**config.mk**
```make
export PLATFORM = sky130hd
export DESIGN_NAME = cobs_crc16_frame_receiver_top
export DESIGN_NICKNAME = d
export VERILOG_FILES = /design/src/rtl/cobs_rx_pkg.sv /design/src/rtl/cobs_rx_ctrl.sv /design/src/rtl/cobs_rx_dp.sv /design/src/rtl/cobs_crc16_frame_receiver_top.sv
export SDC_FILE = /design/constraint.sdc
export NUM_CORES = 1
export LEC_CHECK = 0
export ABC_CLOCK_PERIOD_IN_PS = 5400
export BUFFER_PORTS_ARGS = -buffer_cell sky130_fd_sc_hd__buf_2
export CAP_MARGIN = 20
export CORE_ASPECT_RATIO = 0.5
export CORE_MARGIN = 1
export CORE_UTILIZATION = 63
export CTS_CLUSTER_SIZE = 16
export DETAILED_ROUTE_END_ITERATION = 16
export PLACE_DENSITY = 0.79
export RECOVER_POWER = 25
export SLEW_MARGIN = 15
export SYNTH_ARGS = -nofsm -noshare
export SYNTH_HDL_FRONTEND = slang
export SYNTH_HIERARCHICAL = 1
export SYNTH_SLANG_ARGS = --single-unit
```
**constraint.sdc**
```tcl
create_clock -name aclk -period 5.4 [get_ports aclk]
set_input_delay 0.27 -clock aclk [delete_from_list [all_inputs] [get_ports aclk]]
set_output_delay 0.27 -clock aclk [all_outputs]
set_load 0.02 [all_outputs]
```
**src/rtl/cobs_rx_pkg.sv**
```systemverilog
// ============================================================================
// COBS receiver package
// Types and constants that the receiver's controller, datapath and checker
// share, and the CRC16-CCITT byte update that the datapath uses.
// ============================================================================
`default_nettype none

package cobs_rx_pkg;

    // Fixed widths of the result fields.
    localparam int STATUS_W = 2;
    localparam int LEN_W    = 6;
    localparam int POS_W    = 6;

    // Byte values with a special meaning on the link.
    localparam logic [7:0] ZERO_BYTE = 8'h00;
    localparam logic [7:0] FF_BYTE   = 8'hFF;
    localparam logic [7:0] ONE_BYTE  = 8'h01;

    // CRC16-CCITT, not reflected, no final inversion.
    localparam logic [15:0] CRC_INIT = 16'hFFFF;
    localparam logic [15:0] CRC_POLY = 16'h1021;

    // Result status codes.
    typedef enum logic [STATUS_W-1:0] {
        FRAME_GOOD       = 2'd0,
        FRAME_DECODE_ERR = 2'd1,
        FRAME_CRC_ERR    = 2'd2
    } frame_status_t;

    // Commands from the controller to the datapath.
    typedef struct packed {
        logic accept;       // input side open for a transaction
        logic proc;         // process the raw byte read last cycle
        logic zero;         // append the implied zero of a finished group
        logic out_init;     // point the payload read at the first payload byte
        logic out_next;     // advance the payload read
        logic load_pay;     // load a payload result into the output register
        logic load_single;  // load an error or empty-payload result
    } ctrl_cmd_t;

    // Status from the datapath to the controller.
    typedef struct packed {
        logic close;        // current input byte closes a non-empty frame
        logic dec_stop;     // decode finished or failed
        logic zero_need;    // processed byte ends a group that implies a zero
        logic single;       // frame gives exactly one result
        logic last_idx;     // payload read points at the final payload byte
        logic slot_free;    // output register can take a new result
    } dp_status_t;

    // One byte step of the CRC16-CCITT register.
    function automatic logic [15:0] crc16_byte(input logic [15:0] crc,
                                               input logic [7:0]  data);
        logic [15:0] c;
        c = crc ^ {data, 8'h00};
        for (int i = 0; i < 8; i++) begin
            if (c[15]) begin
                c = {c[14:0], 1'b0} ^ CRC_POLY;
            end else begin
                c = {c[14:0], 1'b0};
            end
        end
        return c;
    endfunction

endpackage

`default_nettype wire

```
**src/rtl/cobs_rx_ctrl.sv**
```systemverilog
// ============================================================================
// COBS receiver controller
// State machine that sequences byte collection, the decode walk over the
// raw store, the CRC verdict and the delivery of results.
// ============================================================================
`default_nettype none

module cobs_rx_ctrl
    import cobs_rx_pkg::*;
(
    input  wire logic       aclk,
    input  wire logic       aresetn,
    input  wire logic       s_valid,
    input  wire dp_status_t st,
    output ctrl_cmd_t       cmd
);

    typedef enum logic [7:0] {
        S_IDLE     = 8'b0000_0001,
        S_DEC_RD   = 8'b0000_0010,
        S_DEC_PROC = 8'b0000_0100,
        S_DEC_ZERO = 8'b0000_1000,
        S_CHECK    = 8'b0001_0000,
        S_OUT_RD   = 8'b0010_0000,
        S_OUT_LOAD = 8'b0100_0000,
        S_SINGLE   = 8'b1000_0000
    } state_t;

    state_t state_reg;
    state_t state_next;

    // State register.
    always_ff @(posedge aclk) begin
        if (!aresetn) begin
            state_reg <= S_IDLE;
        end else begin
            state_reg <= state_next;
        end
    end

    // Next state and command decode.
    always_comb begin
        state_next = state_reg;
        cmd        = '0;
        unique case (state_reg)
            S_IDLE: begin
                cmd.accept = 1'b1;
                if (s_valid && st.close) begin
                    state_next = S_DEC_RD;
                end
            end
            S_DEC_RD: begin
                state_next = st.dec_stop ? S_CHECK : S_DEC_PROC;
            end
            S_DEC_PROC: begin
                cmd.proc   = 1'b1;
                state_next = st.zero_need ? S_DEC_ZERO : S_DEC_RD;
            end
            S_DEC_ZERO: begin
                cmd.zero   = 1'b1;
                state_next = S_DEC_RD;
            end
            S_CHECK: begin
                if (st.single) begin
                    state_next = S_SINGLE;
                end else begin
                    cmd.out_init = 1'b1;
                    state_next   = S_OUT_RD;
                end
            end
            S_OUT_RD: begin
                state_next = S_OUT_LOAD;
            end
            S_OUT_LOAD: begin
                if (st.slot_free) begin
                    cmd.load_pay = 1'b1;
                    if (st.last_idx) begin
                        state_next = S_IDLE;
                    end else begin
                        cmd.out_next = 1'b1;
                        state_next   = S_OUT_RD;
                    end
                end
            end
            S_SINGLE: begin
                if (st.slot_free) begin
                    cmd.load_single = 1'b1;
                    state_next      = S_IDLE;
                end
            end
            default: begin
                state_next = S_IDLE;
            end
        endcase
    end

endmodule

`default_nettype wire

```
**src/rtl/cobs_rx_dp.sv**
```systemverilog
// ============================================================================
// COBS receiver datapath
// Raw and decoded byte stores, the COBS unstuffing counters, the running
// CRC with its two-byte hold line, and the output register.
// ============================================================================
`default_nettype none

module cobs_rx_dp
    import cobs_rx_pkg::*;
#(
    parameter int MAX_PAYLOAD = 60,
    parameter int RAW_DEPTH   = 64
) (
    input  wire logic                aclk,
    input  wire logic                aresetn,
    input  wire logic                s_valid,
    input  wire logic [7:0]          s_rx_byte,
    input  wire logic                m_ready,
    input  wire ctrl_cmd_t           cmd,
    output dp_status_t               st,
    output logic                     m_valid,
    output logic [STATUS_W-1:0]      m_frame_status,
    output logic [7:0]               m_message_type,
    output logic [LEN_W-1:0]         m_payload_length,
    output logic                     m_has_byte,
    output logic [7:0]               m_payload_value,
    output logic [POS_W-1:0]         m_byte_position,
    output logic                     m_last
);

    localparam int DEC_DEPTH = MAX_PAYLOAD + 3;
    localparam int RAW_AW    = $clog2(RAW_DEPTH);
    localparam int RAW_CW    = $clog2(RAW_DEPTH + 1);
    localparam int DEC_AW    = $clog2(DEC_DEPTH);
    localparam int DEC_CW    = $clog2(DEC_DEPTH + 1);

    // Stores.
    logic [7:0] raw_mem [RAW_DEPTH];
    logic [7:0] dec_mem [DEC_DEPTH];
    logic [7:0] raw_rdata_reg;
    logic [7:0] dec_rdata_reg;

    // Collection state.
    logic              in_frame_reg;
    logic [RAW_CW-1:0] raw_count_reg;
    logic [RAW_CW-1:0] raw_len_reg;

    // Decode state.
    logic [RAW_CW-1:0] rd_reg;
    logic [DEC_CW-1:0] wr_reg;
    logic [7:0]        grp_reg;
    logic              ff_reg;
    logic              err_reg;
    logic [7:0]        type_reg;
    logic [7:0]        h_old_reg;
    logic [7:0]        h_new_reg;
    logic [15:0]       crc_reg;
    logic [DEC_AW-1:0] out_idx_reg;

    // Output register.
    logic                m_valid_reg;
    frame_status_t       status_reg;
    logic [7:0]          type_out_reg;
    logic [LEN_W-1:0]    len_out_reg;
    logic                has_reg;
    logic [7:0]          val_reg;
    logic [POS_W-1:0]    pos_reg;
    logic                last_reg;

    logic              acc;
    logic              byte_zero;
    logic              raw_full;
    logic              emit_en;
    logic [7:0]        emit_val;
    logic              proc_err;
    logic              grp_done;
    logic              ff_eff;
    logic [7:0]        grp_next;
    logic [RAW_CW-1:0] rd_next;
    logic [DEC_CW-1:0] plen;
    logic              dec_bad;
    logic              crc_bad;
    frame_status_t     status_now;
    logic [DEC_AW-1:0] pos_idx;

    assign acc       = cmd.accept && s_valid;
    assign byte_zero = (s_rx_byte == ZERO_BYTE);
    assign raw_full  = (raw_count_reg >= RAW_CW'(RAW_DEPTH));

    // Frame collection: wait for a delimiter, then store bytes up to the next.
    always_ff @(posedge aclk) begin
        if (!aresetn) begin
            in_frame_reg  <= 1'b0;
            raw_count_reg <= '0;
        end else if (acc) begin
            if (!in_frame_reg) begin
                if (byte_zero) begin
                    in_frame_reg  <= 1'b1;
                    raw_count_reg <= '0;
                end
            end else if (!byte_zero) begin
                if (!raw_full) begin
                    raw_count_reg <= raw_count_reg + RAW_CW'(1);
                end else begin
                    in_frame_reg  <= 1'b0;
                    raw_count_reg <= '0;
                end
            end else begin
                raw_count_reg <= '0;
            end
        end
    end

    // Raw store: written while collecting, read at the decode pointer.
    always_ff @(posedge aclk) begin
        if (acc && in_frame_reg && !byte_zero && !raw_full) begin
            raw_mem[raw_count_reg[RAW_AW-1:0]] <= s_rx_byte;
        end
        raw_rdata_reg <= raw_mem[rd_reg[RAW_AW-1:0]];
    end

    assign st.close = in_frame_reg && byte_zero && (raw_count_reg != '0);

    // Unstuffing step: a code byte opens a group, data bytes are copied.
    always_comb begin
        emit_en  = 1'b0;
        emit_val = raw_rdata_reg;
        proc_err = 1'b0;
        grp_done = 1'b0;
        grp_next = grp_reg;
        ff_eff   = ff_reg;
        if (cmd.proc) begin
            if (grp_reg == '0) begin
                ff_eff   = (raw_rdata_reg == FF_BYTE);
                grp_next = raw_rdata_reg - 8'd1;
                if (raw_rdata_reg == ZERO_BYTE) begin
                    proc_err = 1'b1;
                end else begin
                    grp_done = (raw_rdata_reg == ONE_BYTE);
                end
            end else begin
                grp_next = grp_reg - 8'd1;
                if (wr_reg >= DEC_CW'(DEC_DEPTH)) begin
                    proc_err = 1'b1;
                end else begin
                    emit_en  = 1'b1;
                    grp_done = (grp_reg == 8'd1);
                end
            end
        end else if (cmd.zero) begin
            emit_val = ZERO_BYTE;
            if (wr_reg >= DEC_CW'(DEC_DEPTH)) begin
                proc_err = 1'b1;
            end else begin
                emit_en = 1'b1;
            end
        end
    end

    assign rd_next      = rd_reg + RAW_CW'(1);
    assign st.zero_need = grp_done && !ff_eff && (rd_next < raw_len_reg);
    assign st.dec_stop  = err_reg || (rd_reg >= raw_len_reg);

    // Decode counters, CRC over all but the last two decoded bytes.
    always_ff @(posedge aclk) begin
        if (acc && st.close) begin
            raw_len_reg <= raw_count_reg;
            rd_reg      <= '0;
            wr_reg      <= '0;
            grp_reg     <= '0;
            ff_reg      <= 1'b0;
            err_reg     <= 1'b0;
            crc_reg     <= CRC_INIT;
        end else begin
            if (cmd.proc) begin
                rd_reg  <= rd_next;
                grp_reg <= grp_next;
                ff_reg  <= ff_eff;
            end
            if (proc_err) begin
                err_reg <= 1'b1;
            end
            if (emit_en) begin
                wr_reg    <= wr_reg + DEC_CW'(1);
                h_new_reg <= emit_val;
                h_old_reg <= h_new_reg;
                if (wr_reg == '0) begin
                    type_reg <= emit_val;
                end
                if (wr_reg >= DEC_CW'(2)) begin
                    crc_reg <= crc16_byte(crc_reg, h_old_reg);
                end
            end
        end
    end

    // Decoded store: written by the unstuffer, read for payload delivery.
    always_ff @(posedge aclk) begin
        if (emit_en) begin
            dec_mem[wr_reg[DEC_AW-1:0]] <= emit_val;
        end
        dec_rdata_reg <= dec_mem[out_idx_reg];
    end

    // Frame verdict.
    assign plen    = wr_reg - DEC_CW'(3);
    assign dec_bad = err_reg || (grp_reg != '0) || (wr_reg < DEC_CW'(3));
    assign crc_bad = (crc_reg != {h_old_reg, h_new_reg});

    always_comb begin
        if (dec_bad) begin
            status_now = FRAME_DECODE_ERR;
        end else if (crc_bad) begin
            status_now = FRAME_CRC_ERR;
        end else begin
            status_now = FRAME_GOOD;
        end
    end

    assign st.single   = (status_now != FRAME_GOOD) || (plen == '0);
    assign st.last_idx = (DEC_CW'(out_idx_reg) == plen);
    assign st.slot_free = !m_valid_reg || m_ready;

    // Payload read pointer; payload starts after the type byte.
    always_ff @(posedge aclk) begin
        if (cmd.out_init) begin
            out_idx_reg <= DEC_AW'(1);
        end else if (cmd.out_next) begin
            out_idx_reg <= out_idx_reg + DEC_AW'(1);
        end
    end

    assign pos_idx = out_idx_reg - DEC_AW'(1);

    // Output register valid flag.
    always_ff @(posedge aclk) begin
        if (!aresetn) begin
            m_valid_reg <= 1'b0;
        end else if (cmd.load_pay || cmd.load_single) begin
            m_valid_reg <= 1'b1;
        end else if (m_ready) begin
            m_valid_reg <= 1'b0;
        end
    end

    // Output register payload.
    always_ff @(posedge aclk) begin
        if (cmd.load_single) begin
            status_reg   <= status_now;
            type_out_reg <= (status_now == FRAME_GOOD) ? type_reg : 8'h00;
            len_out_reg  <= '0;
            has_reg      <= 1'b0;
            val_reg      <= 8'h00;
            pos_reg      <= '0;
            last_reg     <= 1'b1;
        end else if (cmd.load_pay) begin
            status_reg   <= FRAME_GOOD;
            type_out_reg <= type_reg;
            len_out_reg  <= LEN_W'(plen);
            has_reg      <= 1'b1;
            val_reg      <= dec_rdata_reg;
            pos_reg      <= POS_W'(pos_idx);
            last_reg     <= st.last_idx;
        end
    end

    assign m_valid          = m_valid_reg;
    assign m_frame_status   = status_reg;
    assign m_message_type   = type_out_reg;
    assign m_payload_length = len_out_reg;
    assign m_has_byte       = has_reg;
    assign m_payload_value  = val_reg;
    assign m_byte_position  = pos_reg;
    assign m_last           = last_reg;

endmodule

`default_nettype wire

```
**src/rtl/cobs_crc16_frame_receiver_top.sv**
```systemverilog
// ============================================================================
// COBS frame receiver with CRC16-CCITT check
// Top level: controller plus datapath.
// ============================================================================
// Usage:
// The input channel (s_valid, s_ready, s_rx_byte) takes one link byte per
// transaction. Bytes are dropped until the first 0x00; after it, nonzero
// bytes are stored until the next 0x00 closes the frame. A frame that
// overflows the raw store is dropped and the receiver waits for a delimiter.
// While collecting, a byte is taken every cycle. A closing delimiter starts
// the decode walk over the raw store: each stored byte is read from the raw
// store, then unstuffed; each implied zero is appended in a step of its own;
// a last read sees the end, and the CRC verdict follows. s_ready is low
// through that walk and through delivery. A decode error ends the walk early.
// The result channel (m_valid, m_ready, m_*) then gives one transaction per
// payload byte, or a single transaction for an error or an empty payload,
// with m_last on the final one. Each payload result is a read of the decoded
// store followed by a load of the output register.
// When the receiver stalls, the output register holds its result and the
// walk waits. The last result may still wait while new bytes are taken.
// Reset (aresetn low, synchronous) clears the state machine, the
// frame flag, the byte count and the output valid flag.
// ============================================================================
`default_nettype none

module cobs_crc16_frame_receiver_top
    import cobs_rx_pkg::*;
#(
    parameter int MAX_PAYLOAD = 60,
    parameter int RAW_DEPTH   = 64
) (
    input  wire logic                aclk,
    input  wire logic                aresetn,
    input  wire logic                s_valid,
    output logic                     s_ready,
    input  wire logic [7:0]          s_rx_byte,
    output logic                     m_valid,
    input  wire logic                m_ready,
    output logic [STATUS_W-1:0]      m_frame_status,
    output logic [7:0]               m_message_type,
    output logic [LEN_W-1:0]         m_payload_length,
    output logic                     m_has_byte,
    output logic [7:0]               m_payload_value,
    output logic [POS_W-1:0]         m_byte_position,
    output logic                     m_last
);

    ctrl_cmd_t  cmd;
    dp_status_t st;

    // Sequencer.
    cobs_rx_ctrl u_ctrl (
        .aclk    (aclk),
        .aresetn (aresetn),
        .s_valid (s_valid),
        .st      (st),
        .cmd     (cmd)
    );

    // Stores, decode and output register.
    cobs_rx_dp #(
        .MAX_PAYLOAD (MAX_PAYLOAD),
        .RAW_DEPTH   (RAW_DEPTH)
    ) u_dp (
        .aclk             (aclk),
        .aresetn          (aresetn),
        .s_valid          (s_valid),
        .s_rx_byte        (s_rx_byte),
        .m_ready          (m_ready),
        .cmd              (cmd),
        .st               (st),
        .m_valid          (m_valid),
        .m_frame_status   (m_frame_status),
        .m_message_type   (m_message_type),
        .m_payload_length (m_payload_length),
        .m_has_byte       (m_has_byte),
        .m_payload_value  (m_payload_value),
        .m_byte_position  (m_byte_position),
        .m_last           (m_last)
    );

    assign s_ready = cmd.accept;

endmodule

`default_nettype wire

```
# [Yosys cells after proc, flatten, opt, wreduce, memory -nomap -nowiden]
# Memories as Yosys holds them, arrays and structs flattened. A register that Yosys moved wholly into a read port is not among the register bits.
# Index checks and enable logic that the tools add are counted.
[totals] register_bits=125 mem_bits_rw=1016 inputBits=12 out_inout_bits=34 word_cells=187 n_memories=2
[memory_table] memory="u_dp.raw_mem" words=64 width=8 rd=1 rd_ports_with_merged_regs=1 write_ports=1 line_no="cobs_rx_dp.sv:38" text="logic [7:0] raw_mem [RAW_DEPTH];"
[memory_table] memory="u_dp.dec_mem" words=63 width=8 rd=1 rd_ports_with_merged_regs=1 write_ports=1 line_no="cobs_rx_dp.sv:39" text="logic [7:0] dec_mem [DEC_DEPTH];"
[classes] n_addsub=8 magnitude_cmp=6 n_eq_ne=16 mux=86 n_bitwise=10 reduce_logical=37
[ops] cell="16-bit two-way mux" count=21
[ops] cell="13-bit two-way mux" count=8
[ops] cell="8-bit two-way mux" count=10
[ops] cell="8-bit case mux with 8 select lines" count=1
[ops] cell="1-bit two-way mux" count=33
[ops] cell="7-bit two-way mux" count=4
[ops] cell="8-bit by 1-bit == test with 1-bit output, second input constant" count=3
[ops] cell="8-bit zero test" count=3
[ops] cell="3-bit inverter" count=8
[ops] cell="8-bit == test, second input constant" count=2
[ops] cell="16-bit != test" count=1
[ops] cell="8-bit by 1-bit subtractor with 8-bit output, second input constant" count=2
[ops] cell="16-bit bitwise XOR" count=1
[ops] cell="7-bit by 1-bit adder with 7-bit output, second input constant" count=2
[ops] cell="6-bit by 1-bit adder with 6-bit output, second input constant" count=2
[ops] cell="6-bit zero test" count=2
[ops] cell="2-bit two-way mux" count=6
[ops] cell="1-bit logical AND" count=10
[ops] cell="8-bit by 2-bit == test with 1-bit output, second input constant" count=1
[ops] cell="8-bit by 3-bit == test with 1-bit output, second input constant" count=1
[ops] cell="8-bit by 4-bit == test with 1-bit output, second input constant" count=1
[ops] cell="8-bit by 5-bit == test with 1-bit output, second input constant" count=1
[ops] cell="8-bit by 6-bit == test with 1-bit output, second input constant" count=1
[ops] cell="8-bit by 7-bit == test with 1-bit output, second input constant" count=1
[ops] cell="23 further kinds" count=38

# [Depth between registers and ports, before layout]
# Gate-level depths: netlist (run 1).
[depth] depth_word=38 mapped_depth=14 depth_no_buf=11

# [Hierarchy]
# The synthesis (run 1) kept the hierarchy.
[modules_own_cells] mod="cobs_rx_dp" instances=1 cells_per_inst=2369 area_each_um2=45414.8 seq_area_each_um2=33582.2
[modules_own_cells] mod="cobs_rx_ctrl" instances=1 cells_per_inst=77 area_each_um2=601.8 seq_area_each_um2=160.2

# [Worst setup path before layout (run 1)]
# Ideal clock, no wire load.
[synth_path] path_type="register -> register" from="reg u_ctrl.state_reg[0]" to="mem u_dp.dec_mem[0][1], data pin" setup_time_ns=0.554 arrival_ns=3.226 required_ns=4.846 path_slack_ns=1.620 path_stages_with_launch=7 n_path_buf=2 synth_period_minus_slack_ns=3.780 path_cell_list="dfxtp_1 > buf_6 > or4_4 > nor4_4 > buf_2 > inv_1 > a21oi_1"
[synth_lines] element="from (decl)" line_no="cobs_rx_ctrl.sv:29" text="state_t state_reg;"
[synth_lines] element="from (signal assigned)" line_no="cobs_rx_ctrl.sv:37" text="state_reg <= state_next;"
[synth_lines] element="to (decl)" line_no="cobs_rx_dp.sv:39"

==> impl_metrics.tcl, run 1 <==
set metrics [dict create \
    status "finished with violations" \
    failed_checks "max-capacitance violations, max-slew violations" \
    required_ns 5.72 \
    cts_sinks 1157 \
    cp-end-kind "flip-flop" \
    cpMostUsedCell "nor2_1" \
    slew_violations 424 \
    hp-class "primary input to flip-flop" \
    dr.pass1.iters 5 \
    synth_commonest_cells "1057 x edfxtp_1, 279 x mux4_2, 218 x nor2_1" \
    hold_viol 0 \
    drc_errors 0 \
    nets 2526 \
    syn2layout_area_growth_pct 9.40 \
    path_depth 9 \
    path_delay_family "simple AND/OR/NAND/NOR gates" \
    reg2reg_from "u_ctrl/state_reg[0]" \
    fin_crit_sh 0.797 \
    overflow 0 \
    clk_pin_slew_worst_paths_ns 0.07 \
    track_usage 0.285 \
    timing.setup.tns_ns 0 \
    die_y_um 193 \
    path_class "flip-flop to flip-flop" \
    cts_root_buffer "clkbuf_16" \
    die_w_um 384 \
    critical-path-max-stage-delay_ns 0.85 \
    min_from "m_ready" \
    synthCells 2446 \
    start_kind "flip-flop" \
    power.density_mw_per_mm2 343 \
    yosysMostFrequentCell "edfxtp_1" \
    wl_per_cell_um 29.3 \
    rsz0062_at_grt "no" \
    routed_via_density 6.70 \
    cts_made_buffers 95 \
    async_flop_share 0 \
    syn_area_per_cell_um2 18.8 \
    yosys.area.top_type_share 0.690 \
    max_slew_margin -1.09 \
    grt_use_met1 0.406 \
    cp_num_buf_inv 1 \
    grt_util_met2 0.455 \
    gr-usage-met3 0.0582 \
    grt_max_degree 74 \
    crit_chain "or4_4, nor4_4, buf_4, nor2_1, a41oi_1, nand2_1, nor2_1, nand3_1, nor2_1" \
    fmax_ghz 0.232 \
    globalplace.congestion 0.892 \
    ys_ff_latch 1157 \
    worst_pin_slew_ns 3.14 \
    antenna_found_initial 1 \
    netlist_area_mm2 0.0460 \
    grt_pass1_vias 23000 \
    critical_path_arrival_ns 4.62 \
    drtIter0Drc 2856 \
    ys.flop_type "edfxtp_1" \
    maxCapViolCount 7 \
    setup_violations 0 \
    synth_edf_count 1057 \
    critical_path.slowest_cell "nor2_1" \
    wl_mm 103 \
    synth_top_cell_by_area "edfxtp_1" \
    ir_drop_mv 0.242 \
    finClkSkew_ns 0.0268 \
    top_usage_layer "met2" \
    ant_nets 0 \
    core_mm2 0.0717 \
    largest_reg_flops 512 \
    synthesis.nets 2488 \
    synthTopCellsByArea "edfxtp_1 69%, mux4_2 14%, dfxtp_1 4.4%" \
    fillCellCount 4225 \
    final_util 0.703 \
    finalCriticalPeriod_ns 4.31 \
    vias 23600 \
    yosysUniqueCellTypes 64 \
    htree_levels 3 \
    crit_fanout 20 \
    initial_core_util 0.642 \
    critPathLaunch "u_ctrl/state_reg[0]" \
    cts.path.max_buffers 3 \
    seq_area_frac_synth 0.733 \
    cts_tree "done" \
    hold_path_depth 3 \
    hpwl_mm 60.1 \
    dieArea_mm2 0.0742 \
    rows 69 \
    ios 46 \
    grt_pass1_wl_mm 153 \
    drive_gt1_frac 0.189 \
    io_buffers 45 \
    clk_latency_ns 0.69 \
    synth_warnings 6 \
    p_leak_nw 15.9 \
    worst_r2r_path_depth 9 \
]
## power by group
part           internal [mW]  switching [mW]
Sequential              9.74          0.0194
Combinational         0.0553           0.181
Clock                   4.13            3.12
## per-layer routing
metal  part of all wire  routed length (µm)
met5                  0                   0
met4              0.031                3160
met2               0.48               49600
met3               0.10               10300
met1               0.39               40300
## logic make-up (layout without fill, tap and decap cells)
family                     count (synthesis)  count (layout)  synth area share
AOI/OAI and AO/OA                        190             190            0.0273
adders and majority gates                 30              30           0.00816
buffers and inverters                    168             288            0.0172
and+or+nand+nor                          485             485            0.0497
muxes                                    342             342             0.150
other                                      0               2                 0
DFF                                     1157            1157             0.733
xor gates and xnor gates                  74              74            0.0141
## layout make-up
class	count	area (µm²)	area share
multi-input cells	1121	11500	0.229
clock buffers	127	2650	0.0527
clock inverters	52	618	0.0123
flip-flops and latches	1157	33800	0.671
diodes	2	5.00	0.0000994
well taps	958	1200	0.0238
repair buffers	80	460	0.00915
inverters	29	109	0.00216
## cell usage in the layout (no fill, tap or decap), types with 5 or more instances in the layout
cell type,count
nand3_1,26
o211ai_1,26
o22ai_1,21
nand2_1,93
nand4_1,15
and2_1,13
clkinv_1,17
dfxtp_4,5
edfxtp_1,1057
o21ai_0,30
clkbuf_1,70
a221oi_1,5
xor2_1,33
nor4_1,9
nor2_1,218
xnor2_1,41
a21oi_1,36
clkinv_2,14
nor3_1,21
mux2i_1,62
and3_1,5
nand2b_1,13
clkbuf_8,5
or2_2,6
mux4_2,279
a211oi_1,29
bufinv_16,14
o21a_1,5
a31oi_1,6
ha_1,30
nand3b_1,8
nor2b_1,22
o2111ai_1,8
buf_4,22
inv_1,28
clkbuf_16,100
buf_2,5
dfxtp_1,93
and2_4,6
## worst paths after layout
| kind | end | slack [ns] |
|---|---|---|
| max | u_dp/dec_mem[3][5] | 1.09 |
| min | u_dp/m_valid | 0.07 |
| max reg2reg | u_dp/dec_mem[3][5] | 1.09 |
| min reg2reg | u_dp/m_has_byte | 0.47 |
## through the flow
step                setup WS [ns]  cell area (µm²)  total power, mW  cells  hold WS [ns]
floorplan                    1.62            46000             10.0   2446         0.369
global placement             1.41            47100             10.2   3344         0.441
detailed placement           1.24            47100             10.2   3344         0.453
CTS                          1.25            50400             17.3   3524        0.0122
global route                0.954            50300             17.7   3525        0.0506
finish                       1.09            50300             17.3   3526        0.0679
## repair_timing
action,CTS,global route
hold endpoints to repair,4,0
hold buffers,1,0
buffers inserted,0,0
gates resized for setup,0,0
## tightest hold or removal path: stages
cell and delay, ns:
buf_2 0.07, nand2b_1 0.22, a21boi_0 0.13
No activity file was read; power rests on OpenSTA's default activity.
==> run 2, diff against run 1 <==
--- a/config.mk
+++ b/config.mk
@@ -5,7 +5,8 @@
 export SDC_FILE = /design/constraint.sdc
 export NUM_CORES = 1
 export LEC_CHECK = 0
-export ABC_CLOCK_PERIOD_IN_PS = 5400
+export ABC_AREA = 1
+export ABC_CLOCK_PERIOD_IN_PS = 4300
 export BUFFER_PORTS_ARGS = -buffer_cell sky130_fd_sc_hd__buf_2
 export CAP_MARGIN = 20
 export CORE_ASPECT_RATIO = 0.5
==> constraint.sdc (replaced) <==
create_clock -name aclk -period 4.3 [get_ports aclk]
set_input_delay 0.215 -clock aclk [delete_from_list [all_inputs] [get_ports aclk]]
set_output_delay 0.215 -clock aclk [all_outputs]
set_load 0.02 [all_outputs]
==> run 2 against run 1 <==
The run still ends with max-capacitance violations, max-slew violations left. Global-route usage rose by 1.9 points. Clock skew fell by 0.0065 ns. First-iteration DRC count rose by 61%. Combinational power barely moved. Synthesized cell count rose by 91%. Flip-flop and latch count did not move. Cell area rose by 6.4%. Die area rose by 7.8%. Routed wire length rose by 17%. Clock power rose by 21%. Worst hold slack improved by 0.050 ns. Maximum frequency rose by 22%. Critical endpoint is now u_dp/raw_mem[6][1]. Largest power group unchanged.
==> impl_metrics.tcl, run 2 <==
set metrics [dict create \
    fmax_ghz 0.283 \
    hold_path_depth 8 \
    hpwl_mm 71.2 \
    failed_checks "max-capacitance violations, max-slew violations" \
    layout_common_cells "1216 x nand2_1, 1057 x edfxtp_1, 563 x nand3_1, 482 x nor2_1, 423 x inv_1" \
    place_ws_ns 0.884 \
    ant_nets 0 \
    cts_resized 0 \
    finalCriticalPeriod_ns 3.54 \
    synthesis.nets 4708 \
    r2r-end "u_dp/raw_mem[6][1]" \
    reg2reg_from "u_ctrl/state_reg[7]" \
    grt_max_degree 241 \
    wl_per_cell_um 21.1 \
    rows 72 \
    worst_pin_slew_ns 3.90 \
    hold_slack_ns 0.118 \
    whs_endpoint "u_dp/in_frame_reg" \
    crit_fanout 8 \
    worst_r2r_path_depth 11 \
    largest_reg_flops 512 \
    critical_path_arrival_ns 3.87 \
    core_mm2 0.0777 \
    cp-end-kind "flip-flop" \
    cts_hold_buf 4 \
    timing.setup.tns_ns 0 \
    dr.pass1.iters 7 \
    overflow 0 \
    slew_violations 518 \
    die_y_um 200 \
    antenna_found_initial 0 \
    die_w_um 399 \
    synthCells 4666 \
    track_usage 0.304 \
    post-cts-setup-buffers 0 \
    place_inst 5554 \
    cts_sinks 1157 \
    path_class "flip-flop to flip-flop" \
    layout_commonest_cell "nand2_1" \
    async_flop_share 0 \
    maxCapViolCount 8 \
    synth_commonest_cells "1216 x nand2_1, 1057 x edfxtp_1, 563 x nand3_1" \
    cts_tree "done" \
    hp-class "primary input to flip-flop" \
    p_leak_nw 20.3 \
    yosysUniqueCellTypes 45 \
    rrSetupSlack_ns 0.76 \
    power.density_mw_per_mm2 396 \
    routed_via_density 5.95 \
    ys.flop_type "edfxtp_1" \
    synthTopCellsByArea "edfxtp_1 64%, nand2_1 9.2%, nand3_1 5.7%" \
    required_ns 4.64 \
    ir_drop_mv 0.351 \
    syn_area_per_cell_um2 10.6 \
    yosysMostFrequentCell "nand2_1" \
    final_util 0.690 \
    rsz0062_at_grt "no" \
    fin_ws_ns 0.763 \
    grt_pass1_vias 32800 \
    nets 4662 \
    ios 46 \
    min_from "s_rx_byte[7]" \
    dieArea_mm2 0.0800 \
    setup_violations 0 \
    max_slew_margin -1.60 \
    final_cell_count_no_fill 5734 \
    synth_edf_count 1057 \
    htree_levels 3 \
    synth_warnings 6 \
    clk_latency_ns 0.71 \
    yosys.area.top_type_share 0.640 \
    cts.path.max_buffers 3 \
    initial_core_util 0.639 \
    cts_root_buffer "clkbuf_16" \
    fin_crit_sh 0.823 \
    hold_viol 0 \
    syn2layout_area_growth_pct 7.95 \
    drc_errors 0 \
    status "finished with violations" \
    globalplace.congestion 0.948 \
    seq_area_frac_synth 0.680 \
    ys_ff_latch 1157 \
    netlist_area_mm2 0.0496 \
    grt_pass1_wl_mm 185 \
    synth_top_cell_by_area "edfxtp_1" \
    clk_pin_slew_worst_paths_ns 0.07 \
    vias 34100 \
    start_kind "flip-flop" \
    finClkSkew_ns 0.0203 \
    wl_mm 121 \
    drive_gt1_frac 0.0613 \
    cts_made_buffers 95 \
    drtIter0Drc 4601 \
    io_buffers 45 \
    fillCellCount 5434 \
]
-- run 2: cell count changes after synthesis, moves of 24 or more --
cell	delta
xnor2_1	-24
o21ai_0	+155
or2_2	+37
nand2_1	+1123
nand3_1	+537
a211oi_1	-24
mux2i_1	-62
nor2_1	+272
mux4_2	-279
o211ai_1	+67
inv_1	+397
buf_2	+58
-- run 2: cell type report --
class | instances | area [µm²] | share of cell area
Inverter | 444 | 1680 | 0.0314
Multi-Input combinational cell | 2826 | 13100 | 0.244
Clock inverter | 41 | 468 | 0.00873
Tap cell | 1036 | 1300 | 0.0242
Antenna cell | 1 | 2.50 | 0.0000467
Clock buffer | 133 | 2620 | 0.0489
Timing Repair Buffer | 96 | 664 | 0.0124
Sequential cell | 1157 | 33800 | 0.630
-- run 2: per-layer routing --
metal  vias to the layer above  routed length [µm]  track usage
li1                      15600                   -            -
met1                     16300               46700        0.409
met2                      1950               57600        0.490
met3                       295               12300       0.0640
met4                         0                4360        0.118
met5                         -                   0            0
-- run 2: kinds of logic after synthesis --
logic type / count (synthesis) / share of synthesized area
xor gates and xnor gates: 47 / 0.00829
AOI/OAI and AO/OA: 368 / 0.0441
adders and majority gates: 30 / 0.00756
and+or+nand+nor: 2381 / 0.203
buffers and inverters: 683 / 0.0574
DFF: 1157 / 0.680
-- run 2: worst max path at each step --
stage,start,endpoint,slack (ns),depth (start not counted)
floorplan,u_ctrl/state_reg[7],u_dp/dec_mem[0][0],1.14,10
global placement,u_ctrl/state_reg[6],u_dp/raw_mem[38][3],1.02,11
detailed placement,u_ctrl/state_reg[7],u_dp/raw_mem[6][2],0.88,11
CTS,u_ctrl/state_reg[7],u_dp/raw_mem[6][1],0.87,11
global route,u_ctrl/state_reg[7],u_dp/raw_mem[6][1],0.67,11
finish,u_ctrl/state_reg[7],u_dp/raw_mem[6][1],0.76,11
-- run 2: where the power goes --
group / switching (mW) / total [mW] / internal (mW)
Sequential: 0.00432 / 12.2 / 12.2
Combinational: 0.197 / 0.233 / 0.0368
Clock: 3.94 / 8.76 / 4.82
Total: 4.15 / 21.2 / 17.1
-- run 2: worst max-delay path: stages, from the launching register on --
cell     delay, ns
dfxtp_1       0.32
inv_2         0.09
nand2_4       0.06
nor2_4        0.15
nand2_4       0.08
inv_1         0.07
nand2_1       0.12
inv_1         0.12
nand4_1       0.28
nor2_1        0.29
nand3_1       0.73
nor2_1        0.85
-- run 2: per-stage QoR --
step,power (mW),instance area (µm²)
global placement,12.7,50500
global route,21.7,53600
finish,21.2,53600
detailed placement,12.7,50500
floorplan,12.5,49600
CTS,21.3,53600
